**config.mk**
```make
export PLATFORM = sky130hd
export DESIGN_NAME = lottery_task_scheduler
export DESIGN_NICKNAME = d
export VERILOG_FILES = /design/src/lts_pkg.sv /design/src/lottery_task_scheduler.sv /design/src/lts_ctrl.sv /design/src/lts_dp.sv
export SDC_FILE = /design/constraint.sdc
export NUM_CORES = 1
export LEC_CHECK = 0
export BUFFER_PORTS_ARGS = -buffer_cell sky130_fd_sc_hd__buf_2
export CORE_AREA = 2 2 224 226
export CTS_BUF_LIST = sky130_fd_sc_hd__clkbuf_4
export CTS_CLUSTER_DIAMETER = 200
export DETAILED_ROUTE_END_ITERATION = 12
export DIE_AREA = 0 0 226 228
export PLACE_DENSITY = 0.87
export SLEW_MARGIN = 10
export SYNTH_ARGS = -nofsm -noshare
export SYNTH_HDL_FRONTEND = slang
export SYNTH_SLANG_ARGS = --single-unit
```
**constraint.sdc**
```tcl
create_clock -name clk -period 9.6 [get_ports clk]
set_input_delay 0 -clock clk [delete_from_list [all_inputs] [get_ports clk]]
set_output_delay 0 -clock clk [all_outputs]
set_load 0.02 [all_outputs]
```
**src/lts_pkg.sv**
```systemverilog
`timescale 1ns / 1ps
package lts_pkg;

  localparam int RND_W = 31;
  localparam int ID_W  = 32;
  localparam int TK_W  = 8;

  localparam logic [TK_W-1:0] TICKETS_HIGH_RST   = 8'd100;
  localparam logic [TK_W-1:0] TICKETS_MEDIUM_RST = 8'd50;
  localparam logic [TK_W-1:0] TICKETS_LOW_RST    = 8'd25;

  localparam logic [1:0] CFG_HIGH   = 2'd0;
  localparam logic [1:0] CFG_MEDIUM = 2'd1;
  localparam logic [1:0] CFG_LOW    = 2'd2;

  localparam logic KIND_CREATE = 1'b0;
  localparam logic KIND_SCHED  = 1'b1;

  localparam logic [1:0] CLASS_LOW    = 2'd0;
  localparam logic [1:0] CLASS_MEDIUM = 2'd1;
  localparam logic [1:0] CLASS_HIGH   = 2'd2;

  localparam logic [1:0] STAT_OK    = 2'd0;
  localparam logic [1:0] STAT_FULL  = 2'd1;
  localparam logic [1:0] STAT_EMPTY = 2'd2;

  typedef enum logic [2:0] {
    ST_IDLE,
    ST_CREATE,
    ST_DIV,
    ST_SCAN,
    ST_RESULT
  } lts_state_t;

  // Controller to datapath
  typedef struct packed {
    logic load;
    logic create;
    logic div_step;
    logic scan;
  } lts_cmd_t;

  // Datapath to controller
  typedef struct packed {
    logic count_zero;
    logic div_last;
    logic scan_done;
  } lts_sts_t;

endpackage

```
**src/lottery_task_scheduler.sv**
```systemverilog
`timescale 1ns / 1ps
// Lottery task scheduler. A create beat (kind 0) appends a task to a table of
// up to MAX_TASKS entries; its ticket count comes from the register of the
// requested priority class and it gets the next identifier (starts at 1,
// wraps at 2^32). A schedule beat (kind 1) reduces random_value modulo the
// total ticket count plus one and returns the identifier of the first task
// whose running ticket sum reaches that value. Status is 0 ok, 1 table full
// on create (task_id 0), 2 table empty on schedule (task_id 0). One beat is in
// flight at a time. From input beat to result valid, a create writes its table
// entry in the create state; an empty schedule has its result valid in the
// next cycle; a schedule runs the one-bit-per-cycle remainder unit over every
// bit of random_value, then scans the table up to the winning entry (the table
// memory has a registered read port and yields one entry per cycle). The result
// is held until taken, and a new input beat is taken the cycle after. Configuration
// registers (index 0 high, 1 medium, 2 low; other indexes ignored) reset to
// 100, 50 and 25 and may be written only while no beat is pending.
module lottery_task_scheduler #(
  parameter int MAX_TASKS = 16
) (
  input  logic                      clk,
  input  logic                      rst,
  // configuration write port
  input  logic                      cfg_we,
  input  logic [1:0]                cfg_index,
  input  logic [lts_pkg::TK_W-1:0]  cfg_data,
  // input channel
  input  logic                      in_valid,
  output logic                      in_ready,
  input  logic                      kind,
  input  logic [1:0]                priority_req,
  input  logic [lts_pkg::RND_W-1:0] random_value,
  // result channel
  output logic                      out_valid,
  input  logic                      out_ready,
  output logic [lts_pkg::ID_W-1:0]  task_id,
  output logic [1:0]                status
);
  import lts_pkg::*;

  lts_cmd_t cmd;
  lts_sts_t sts;

  // Sequence the beat: accept, create or divide-then-scan (an empty draw skips both), hold the result.
  lts_ctrl u_ctrl (
    .clk       (clk),
    .rst       (rst),
    .in_valid  (in_valid),
    .in_ready  (in_ready),
    .kind      (kind),
    .out_valid (out_valid),
    .out_ready (out_ready),
    .cmd       (cmd),
    .sts       (sts)
  );

  // Hold the task table, the ticket registers, the remainder unit and the
  // scan accumulator; the result registers drive the output fields directly.
  lts_dp #(
    .MAX_TASKS (MAX_TASKS)
  ) u_dp (
    .clk          (clk),
    .rst          (rst),
    .cmd          (cmd),
    .sts          (sts),
    .cfg_we       (cfg_we),
    .cfg_index    (cfg_index),
    .cfg_data     (cfg_data),
    .kind         (kind),
    .priority_req (priority_req),
    .random_value (random_value),
    .task_id      (task_id),
    .status       (status)
  );

endmodule

```
**src/lts_ctrl.sv**
```systemverilog
`timescale 1ns / 1ps
module lts_ctrl (
  input  logic             clk,
  input  logic             rst,
  input  logic             in_valid,
  output logic             in_ready,
  input  logic             kind,
  output logic             out_valid,
  input  logic             out_ready,
  output lts_pkg::lts_cmd_t cmd,
  input  lts_pkg::lts_sts_t sts
);
  import lts_pkg::*;

  lts_state_t state;
  lts_state_t state_next;

  always_ff @(posedge clk) begin
    if (rst) begin
      state <= ST_IDLE;
    end else begin
      state <= state_next;
    end
  end

  always_comb begin
    state_next = state;
    cmd        = '0;
    in_ready   = 1'b0;
    out_valid  = 1'b0;
    unique case (state)
      ST_IDLE: begin
        in_ready = 1'b1;
        if (in_valid) begin
          cmd.load = 1'b1;
          if (kind == KIND_CREATE) begin
            state_next = ST_CREATE;
          end else if (sts.count_zero) begin
            state_next = ST_RESULT;
          end else begin
            state_next = ST_DIV;
          end
        end
      end
      ST_CREATE: begin
        cmd.create = 1'b1;
        state_next = ST_RESULT;
      end
      ST_DIV: begin
        cmd.div_step = 1'b1;
        if (sts.div_last) begin
          state_next = ST_SCAN;
        end
      end
      ST_SCAN: begin
        cmd.scan = 1'b1;
        if (sts.scan_done) begin
          state_next = ST_RESULT;
        end
      end
      ST_RESULT: begin
        out_valid = 1'b1;
        if (out_ready) begin
          state_next = ST_IDLE;
        end
      end
      default: begin
        state_next = ST_IDLE;
      end
    endcase
  end

endmodule

```
**src/lts_dp.sv**
```systemverilog
`timescale 1ns / 1ps
module lts_dp #(
  parameter int MAX_TASKS = 16
) (
  input  logic                         clk,
  input  logic                         rst,
  input  lts_pkg::lts_cmd_t            cmd,
  output lts_pkg::lts_sts_t            sts,
  input  logic                         cfg_we,
  input  logic [1:0]                   cfg_index,
  input  logic [lts_pkg::TK_W-1:0]     cfg_data,
  input  logic                         kind,
  input  logic [1:0]                   priority_req,
  input  logic [lts_pkg::RND_W-1:0]    random_value,
  output logic [lts_pkg::ID_W-1:0]     task_id,
  output logic [1:0]                   status
);
  import lts_pkg::*;

  localparam int IW  = $clog2(MAX_TASKS);
  localparam int CW  = $clog2(MAX_TASKS + 1);
  localparam int TW  = $clog2(255 * MAX_TASKS + 2);
  localparam int DCW = $clog2(RND_W);

  logic [TK_W-1:0]  tickets_high;
  logic [TK_W-1:0]  tickets_medium;
  logic [TK_W-1:0]  tickets_low;
  logic [CW-1:0]    count;
  logic [ID_W-1:0]  next_id;
  logic [TW-1:0]    total;
  logic [1:0]       prio;
  logic [RND_W-1:0] dvd;
  logic [TW-1:0]    rem;
  logic [DCW-1:0]   div_cnt;
  logic [IW-1:0]    scan_addr;
  logic [TW-1:0]    run;
  logic             rd_vld;
  logic             rd_last;
  logic [ID_W-1:0]  id_q;
  logic [TK_W-1:0]  tk_q;

  logic [ID_W-1:0]  ids_mem [MAX_TASKS];
  logic [TK_W-1:0]  tk_mem  [MAX_TASKS];

  logic [TK_W-1:0]  class_tk;
  logic             full;
  logic [TW:0]      rem_sh;
  logic [TW:0]      dsr;
  logic [TW:0]      rem_sub;
  logic [TW-1:0]    run_sum;
  logic             hit;
  logic [CW-1:0]    cnt_m1;
  logic [IW-1:0]    last_idx;

  always_comb begin
    unique case (prio)
      CLASS_HIGH:   class_tk = tickets_high;
      CLASS_MEDIUM: class_tk = tickets_medium;
      default:      class_tk = tickets_low;
    endcase
  end

  assign full     = (count == CW'(MAX_TASKS));
  assign cnt_m1   = count - CW'(1);
  assign last_idx = cnt_m1[IW-1:0];

  // one restoring step: remainder of random_value by (total + 1)
  assign rem_sh  = {rem, dvd[RND_W-1]};
  assign dsr     = {1'b0, total} + {{TW{1'b0}}, 1'b1};
  assign rem_sub = rem_sh - dsr;

  assign run_sum = run + {{(TW-TK_W){1'b0}}, tk_q};
  assign hit     = (run_sum >= rem);

  assign sts.count_zero = (count == '0);
  assign sts.div_last   = (div_cnt == DCW'(RND_W - 1));
  assign sts.scan_done  = cmd.scan && rd_vld && (hit || rd_last);

  always_ff @(posedge clk) begin
    if (rst) begin
      tickets_high   <= TICKETS_HIGH_RST;
      tickets_medium <= TICKETS_MEDIUM_RST;
      tickets_low    <= TICKETS_LOW_RST;
    end else if (cfg_we) begin
      unique case (cfg_index)
        CFG_HIGH:   tickets_high   <= cfg_data;
        CFG_MEDIUM: tickets_medium <= cfg_data;
        CFG_LOW:    tickets_low    <= cfg_data;
        default: ;
      endcase
    end
  end

  always_ff @(posedge clk) begin
    if (rst) begin
      count   <= '0;
      next_id <= ID_W'(1);
      total   <= '0;
    end else if (cmd.create && !full) begin
      count   <= count + CW'(1);
      next_id <= next_id + ID_W'(1);
      total   <= total + {{(TW-TK_W){1'b0}}, class_tk};
    end
  end

  always_ff @(posedge clk) begin
    if (cmd.create && !full) begin
      ids_mem[count[IW-1:0]] <= next_id;
      tk_mem[count[IW-1:0]]  <= class_tk;
    end
    id_q <= ids_mem[scan_addr];
    tk_q <= tk_mem[scan_addr];
  end

  always_ff @(posedge clk) begin
    if (rst) begin
      rd_vld <= 1'b0;
    end else begin
      rd_vld <= cmd.scan;
    end
  end

  always_ff @(posedge clk) begin
    if (cmd.load) begin
      prio      <= priority_req;
      dvd       <= random_value;
      rem       <= '0;
      div_cnt   <= '0;
      scan_addr <= '0;
      run       <= '0;
      rd_last   <= 1'b0;
      if (kind == KIND_SCHED) begin
        task_id <= '0;
        status  <= STAT_EMPTY;
      end
    end else if (cmd.div_step) begin
      dvd     <= {dvd[RND_W-2:0], 1'b0};
      rem     <= (rem_sh >= dsr) ? rem_sub[TW-1:0] : rem_sh[TW-1:0];
      div_cnt <= div_cnt + DCW'(1);
    end else if (cmd.create) begin
      if (full) begin
        task_id <= '0;
        status  <= STAT_FULL;
      end else begin
        task_id <= next_id;
        status  <= STAT_OK;
      end
    end else if (cmd.scan) begin
      rd_last <= (scan_addr == last_idx);
      if (scan_addr != last_idx) begin
        scan_addr <= scan_addr + IW'(1);
      end
      if (rd_vld) begin
        run <= run_sum;
        if (hit || rd_last) begin
          task_id <= id_q;
          status  <= STAT_OK;
        end
      end
    end
  end

endmodule

```
==> run metrics, run 1 <==
Required @ worst endpoint=about 10 ns; dpl hpwl=38000 um; die area=between 50000 and 60000 um^2; top post-synthesis cells by count=707 x edfxtp_1, 200 x mux4_2, 151 x dfxtp_1; final wirelength=87200 um; Syn Area/Cell=about 18 um^2; status=finished, final reports clean; Worst R2R Path Depth=15; Cell Int Power=~5.9 mW; most common cell in the synthesized netlist=edfxtp_1; vias in the first global route=roughly 22k; power per cell area=between 200 and 250 nW/um^2; Via density=about 6.7; post-DR wirelength/cell=between 20 and 30 um; RR Startpoint=u_dp.run[0]$_SDFFE_PP0P_; DIE WIDTH=approximately 230 um; CP max FO=34; Setup crit end kind=flop; Flop pwr share=0.528; most used flip-flop cell after synthesis=edfxtp_1; vias=a little over 20k; area share of the leading cell type in the synthesized netlist=0.623; PortBufs=84; clock network power share=0.391; Startpoint Class=flop; Slowest-stage cell, CP=o21a_2; Peak Freq=~220 MHz; Net Sw Frac=0.249; Pre-Repair DR Iteration Count=8; clock slew at reported path FFs=~0.080 ns; Pleak=about 14 nW; post-synth top area cell=edfxtp_1; Least-Margin Pin Slew=about 1.3 ns; worst endpoint data arrival time=5.10 ns; largest cells by area after synthesis=edfxtp_1 62%, mux4_2 13%, dfxtp_1 8.9%; WHS Endpoint=u_dp.tickets_high[3]$_SDFFE_PP0P_; Num CTS Buffers=199; largest net degree at the start of global routing=112; Placer Congestion=0.883; Mapped Cells=~1.9k; Design Area, Final=approximately 39000 um^2; DRC=0; I/O Pins=85; area delta synth->final=15.4%; sequential fraction of the synthesis area=0.712; max incr delay on CP=~0.96 ns; yosys warns=0; Total Nets Final=roughly 2.3k; Hold WC Path Type=primary input to flop; Worst Hold Launch=cfg_we; PostCTS Resize Cnt=0; Placeable Area=49300 um^2; GRT overflow=0; number of synthesized flops with an enable pin=slightly above 700; Yosys cell types=60; clk_skew=approximately 0.068 ns; CTS tree=built; worst hold path cell count=6; Setup Viol. Count Final=0; setup_tns=0 ns; effective utilization at floorplan=0.690; CTS Buffer Depth=3; Tot Pwr=roughly 7.9 mW; Final Hold Vio Count=0; Chip Height=228 um; Max Slew Vio Count=0; FFs w/ async S/R, synth=0; Tcrit/Tclk final=0.467; fin crit period=~4.5 ns; P_sw=slightly below 2 mW; clock root buffer=clkbuf_4; syn nets=1980; #FFs+latches synth=about 860; H-tree levels=4; CP Cell Sequence=ha_1, inv_1, fa_1, nor2b_1, o2111ai_1, nand3_1, o41ai_1, nor2_1, xor2_1, ha_1, and3_1, and3_1, inv_1, o21ai_0, o21a_2; 1st-iter DRT viols=between 2k and 3k; CP Class=flop to flop; Clock Sinks=roughly 860; Max-Cap Viols=0; first-pass GRT wire length=131000 um; Hold Slack=0.238 ns; Finished Core Util=0.796; VDD IR max=186 uV; R2R setup slack=a little over 5 ns; fill count=2270; RR Endpoint=u_dp.task_id[18]$_SDFFCE_PP0P_; Core Rows=around 80; RSZ-0062 raised after global routing=no; clk_lat worst skew=~1.0 ns; combinational share of power=0.081; synthesized cell area=34100 um^2; Slew HR=0.0978; ratio of cells with drive above 1 in the final layout=0.287; antenna-violating nets left=0; Total GRT Usage=0.353; placed instance area=between 30000 and 40000 um^2; initial antenna violation count=5
## worst max path at each step
stage,to,depth (start not counted),start,slack (ns)
floorplan,u_dp.status[0]$_SDFFCE_PP0P_,15,u_dp.tk_q[0]$_DFF_P_,5.73
global placement,u_dp.task_id[18]$_SDFFCE_PP0P_,15,u_dp.tk_q[0]$_DFF_P_,5.36
detailed placement,u_dp.task_id[17]$_SDFFCE_PP0P_,15,u_dp.run[0]$_SDFFE_PP0P_,5.20
CTS,u_dp.task_id[12]$_SDFFCE_PP0P_,15,u_dp.run[0]$_SDFFE_PP0P_,5.13
global route,u_dp.task_id[12]$_SDFFCE_PP0P_,15,u_dp.run[0]$_SDFFE_PP0P_,4.72
finish,u_dp.task_id[18]$_SDFFCE_PP0P_,15,u_dp.run[0]$_SDFFE_PP0P_,5.11
## metrics by stage
step                      setup WS, ns  instances
after floorplan                   5.73       1876
after global placement            5.36       2564
after detailed placement          5.20       2564
after CTS                         5.13       3080
after global routing              4.72       3083
final                             5.11       3084
## cells by family after synthesis
logic type,synth area share
AO/OA/AOI/OAI,0.0369
XOR/XNOR,0.0201
adder cells (fa/ha/maj),0.0209
buffers and inverters,0.0156
flip-flops,0.712
multiplexers,0.150
AND/OR/NAND/NOR,0.0449
## registers in the layout, indices dropped and copies added (netlist names), 3 cells and up
| name | count |
|---|---|
| u_dp.rem | 12 |
| u_dp.task_id | 32 |
| u_ctrl.state | 3 |
| u_dp.next_id | 32 |
| u_dp.tk_q | 8 |
| u_dp.tickets_medium | 8 |
| u_dp.count | 5 |
| u_dp.dvd | 31 |
| u_dp.div_cnt | 5 |
| u_dp.scan_addr | 4 |
| u_dp.tickets_high | 8 |
| u_dp.tk_mem | 128 |
| u_dp.id_q | 32 |
| u_dp.total | 12 |
| u_dp.run | 12 |
| u_dp.ids_mem | 512 |
| u_dp.tickets_low | 8 |
## layout make-up
class,count,area (um^2),area share
sequential,858,24300,0.617
timing repair buffer,245,1990,0.0507
clock buffer,302,2270,0.0577
inverter,41,154,0.00392
multi-input combinational,888,9360,0.238
clock inverter,74,414,0.0105
antenna,4,10.0,0.000255
tap,672,841,0.0214
## worst max-delay path, delay by kind of cell, from the launching register on
family | cells | cell delay (ns)
buffers and inverters | 2 | 0.13
XOR/XNOR | 1 | 0.18
flip-flops | 1 | 0.32
adder cells (fa/ha/maj) | 3 | 0.68
AO/OA/AOI/OAI | 4 | 2.07
AND/OR/NAND/NOR | 5 | 0.68
## power groups by stage
stage	registers, mW	logic (mW)	clock network, mW
finish	4.18	0.644	3.09
global route	4.18	0.674	3.29
CTS	4.17	0.600	3.03
detailed placement	4.25	0.522	0
global placement	4.24	0.501	0
floorplan	4.26	0.348	0
## placed cells by master, fill, tap and decap left out, drive strengths merged, types with 3 or more instances in the layout
| cell | count |
|---|---|
| a31oi | 5 |
| ha | 52 |
| nor2b | 8 |
| a211o | 13 |
| nor3b | 7 |
| nand3 | 36 |
| bufinv | 4 |
| nand2b | 4 |
| dlygate4sd3 | 140 |
| buf | 105 |
| o21a | 9 |
| a21oi | 42 |
| and3 | 22 |
| clkinv | 63 |
| inv | 46 |
| nor2 | 105 |
| mux4 | 200 |
| a22oi | 9 |
| a21o | 9 |
| a221oi | 3 |
| a211oi | 3 |
| mux2 | 31 |
| nor3 | 9 |
| o21ai | 32 |
| edfxtp | 707 |
| xnor2 | 36 |
| nand4 | 8 |
| clkbuf | 302 |
| dfxtp | 151 |
| fa | 3 |
| xor2 | 42 |
| a22o | 33 |
| nand2 | 78 |
| or3 | 7 |
| o2111ai | 3 |
| diode | 4 |
| o22ai | 12 |
| and2 | 17 |
| mux2i | 25 |
| nand3b | 6 |
## timing repair
| item | in CTS | in global routing |
|---|---|---|
| buffers inserted | 0 | 0 |
| hold buffers | 140 | 0 |
| endpoints found under the hold margin | 136 | 0 |
## routing by layer
metal | wire length [um] | up-vias | track usage
li1 | - | 8341 | -
met1 | 28600 | 10000 | 0.437
met2 | 43400 | 1786 | 0.559
met3 | 10500 | 409 | 0.109
met4 | 4710 | 2 | 0.199
met5 | 18 | - | 0
Power figures use the tool's default switching activity.
==> run 2, diff against run 1 <==
--- a/config.mk
+++ b/config.mk
@@ -6,12 +6,12 @@
 export NUM_CORES = 1
 export LEC_CHECK = 0
 export BUFFER_PORTS_ARGS = -buffer_cell sky130_fd_sc_hd__buf_2
-export CORE_AREA = 2 2 224 226
+export CORE_AREA = 2 2 232 234
 export CTS_BUF_LIST = sky130_fd_sc_hd__clkbuf_4
 export CTS_CLUSTER_DIAMETER = 200
 export DETAILED_ROUTE_END_ITERATION = 12
-export DIE_AREA = 0 0 226 228
-export PLACE_DENSITY = 0.87
+export DIE_AREA = 0 0 234 236
+export PLACE_DENSITY = 0.82
 export SLEW_MARGIN = 10
 export SYNTH_ARGS = -nofsm -noshare
 export SYNTH_HDL_FRONTEND = slang
==> constraint.sdc (replaced) <==
create_clock -name clk -period 4.6 [get_ports clk]
set_input_delay 0 -clock clk [delete_from_list [all_inputs] [get_ports clk]]
set_output_delay 0 -clock clk [all_outputs]
set_load 0.02 [all_outputs]
==> run metrics, run 2 (synthesis results as in run 1) <==
GRT overflow=0; I/O Pins=85; Total Nets Final=around 2.3k; largest net degree at the start of global routing=59; Least-Margin Pin Slew=between 1 and 1.5 ns; Pre-Repair DR Iteration Count=6; H-tree levels=4; worst endpoint data arrival time=between 4 and 5 ns; Tcrit/Tclk final=0.885; ratio of cells with drive above 1 in the final layout=0.307; effective utilization at floorplan=0.642; Pleak=~14 nW; clk_lat worst skew=about 1.0 ns; Chip Height=approximately 240 um; Startpoint Class=flop; Finished Core Util=0.742; CP max FO=22; commonest non-fill, non-tap cell in the layout=edfxtp_1; Required @ worst endpoint=5.30 ns; fill count=approximately 2.9k; Max Slew Vio Count=0; Setup crit end kind=flop; setup_tns=0 ns; die area=~55000 um^2; Max-Cap Viols=0; status=finished, final reports clean; 1st-iter DRT viols=around 2.3k; CP Class=flop to flop; Final Hold Vio Count=0; commonest cells after routing, fill and taps aside=707 x edfxtp_1, 325 x clkbuf_4, 200 x mux4_2, 147 x dfxtp_1, 110 x dlygate4sd3_1; VDD IR max=~290 uV; CTS tree=built; first-pass GRT wire length=roughly 120000 um; Placer Congestion=0.859; dpl hpwl=just over 40000 um; setup repair bufs after CTS=0; antenna-violating nets left=0; Hold Slack=~0.15 ns; Peak Freq=roughly 250 MHz; power per cell area=between 400 and 500 nW/um^2; vias=a little under 20k; CTS Buffer Depth=3; DRC=0; RSZ-0062 raised after global routing=no; PortBufs=84; Total GRT Usage=0.295; Clock Sinks=around 860; Placeable Area=53100 um^2; vias in the first global route=20.2k; area delta synth->final=15.6%; post-DR wirelength/cell=25.5 um; clock root buffer=clkbuf_4; clock slew at reported path FFs=approximately 0.080 ns; Hold WC Path Type=primary input to flop; Num CTS Buffers=199; Setup Viol. Count Final=0; fin crit period=roughly 4 ns; Core Rows=85; max reg flops=~500; Tot Pwr=roughly 16 mW; Slew HR=0.287; final wirelength=between 70000 and 80000 um; initial antenna violation count=3; clk_skew=0.0664 ns; Via density=6.30; DIE WIDTH=234 um
run 2: through the flow:
| step | setup WS, ns | cells | cell area [um^2] |
|---|---|---|---|
| global route | 0.305 | 3102 | 39400 |
| global placement | 0.469 | 2613 | 35500 |
| floorplan | 0.732 | 1876 | 34100 |
| CTS | 0.314 | 3100 | 39400 |
| detailed placement | 0.355 | 2613 | 35500 |
| finish | 0.528 | 3102 | 39400 |
run 2: layout make-up:
type	count	area, um^2	area share
diodes	2	5.00	0.000127
clock buffers	325	2440	0.0620
clock inverters	52	350	0.00890
inverters	41	154	0.00391
multi-input cells	888	9360	0.238
flip-flops and latches	858	24300	0.616
well taps	696	871	0.0221
repair buffers	240	1930	0.0490
run 2: worst paths after layout:
| check | from | to | slack, ns | cells past startpoint |
|---|---|---|---|---|
| worst min register to register | u_dp.run[7]$_SDFFE_PP0P_ | u_dp.run[7]$_SDFFE_PP0P_ | 0.46 | 2 |
| worst min-delay path | cfg_index[0] | u_dp.tickets_high[0]$_SDFFE_PP0P_ | 0.15 | 6 |
| worst max-delay path | u_dp.tk_q[0]$_DFF_P_ | u_dp.task_id[5]$_SDFFCE_PP0P_ | 0.53 | 16 |
| worst max register to register | u_dp.tk_q[0]$_DFF_P_ | u_dp.task_id[5]$_SDFFCE_PP0P_ | 0.53 | 16 |
run 2: critical path, stage by stage (launching register included):
cell and delay [ns]:
dfxtp_1 0.30, ha_1 0.21, inv_1 0.09, fa_1 0.22
nor2b_1 0.07, o2111ai_1 0.17, nand3_1 0.15, o41ai_2 0.47
nor2_1 0.12, xor2_1 0.18, ha_1 0.28, and3_1 0.17
and3_1 0.17, inv_1 0.05, o21ai_0 0.26, o21a_2 0.54
buf_12 0.28
run 2: repair_timing:
action,4_1_cts,5_1_grt
resized for setup,0,1
setup endpoints to repair,0,21
endpoints found under the hold margin,177,0
hold buffers,110,0
run 2: metal layers:
metal,GRT usage,share of wire,routed length (um),vias to the layer above
li1,-,-,-,8322
met5,0,0.00014,11,-
met1,0.388,0.36,28700,9779
met4,0.126,0.034,2690,2
met2,0.478,0.51,40100,1224
met3,0.0699,0.094,7400,216
run 2: power by group:
| group | internal [mW] | total [mW] | leakage, nW | switching, mW |
|---|---|---|---|---|
| Combinational | 0.513 | 1.23 | 4.15 | 0.716 |
| Sequential | 8.60 | 8.71 | 7.79 | 0.112 |
| Clock | 3.48 | 6.47 | 1.66 | 2.99 |
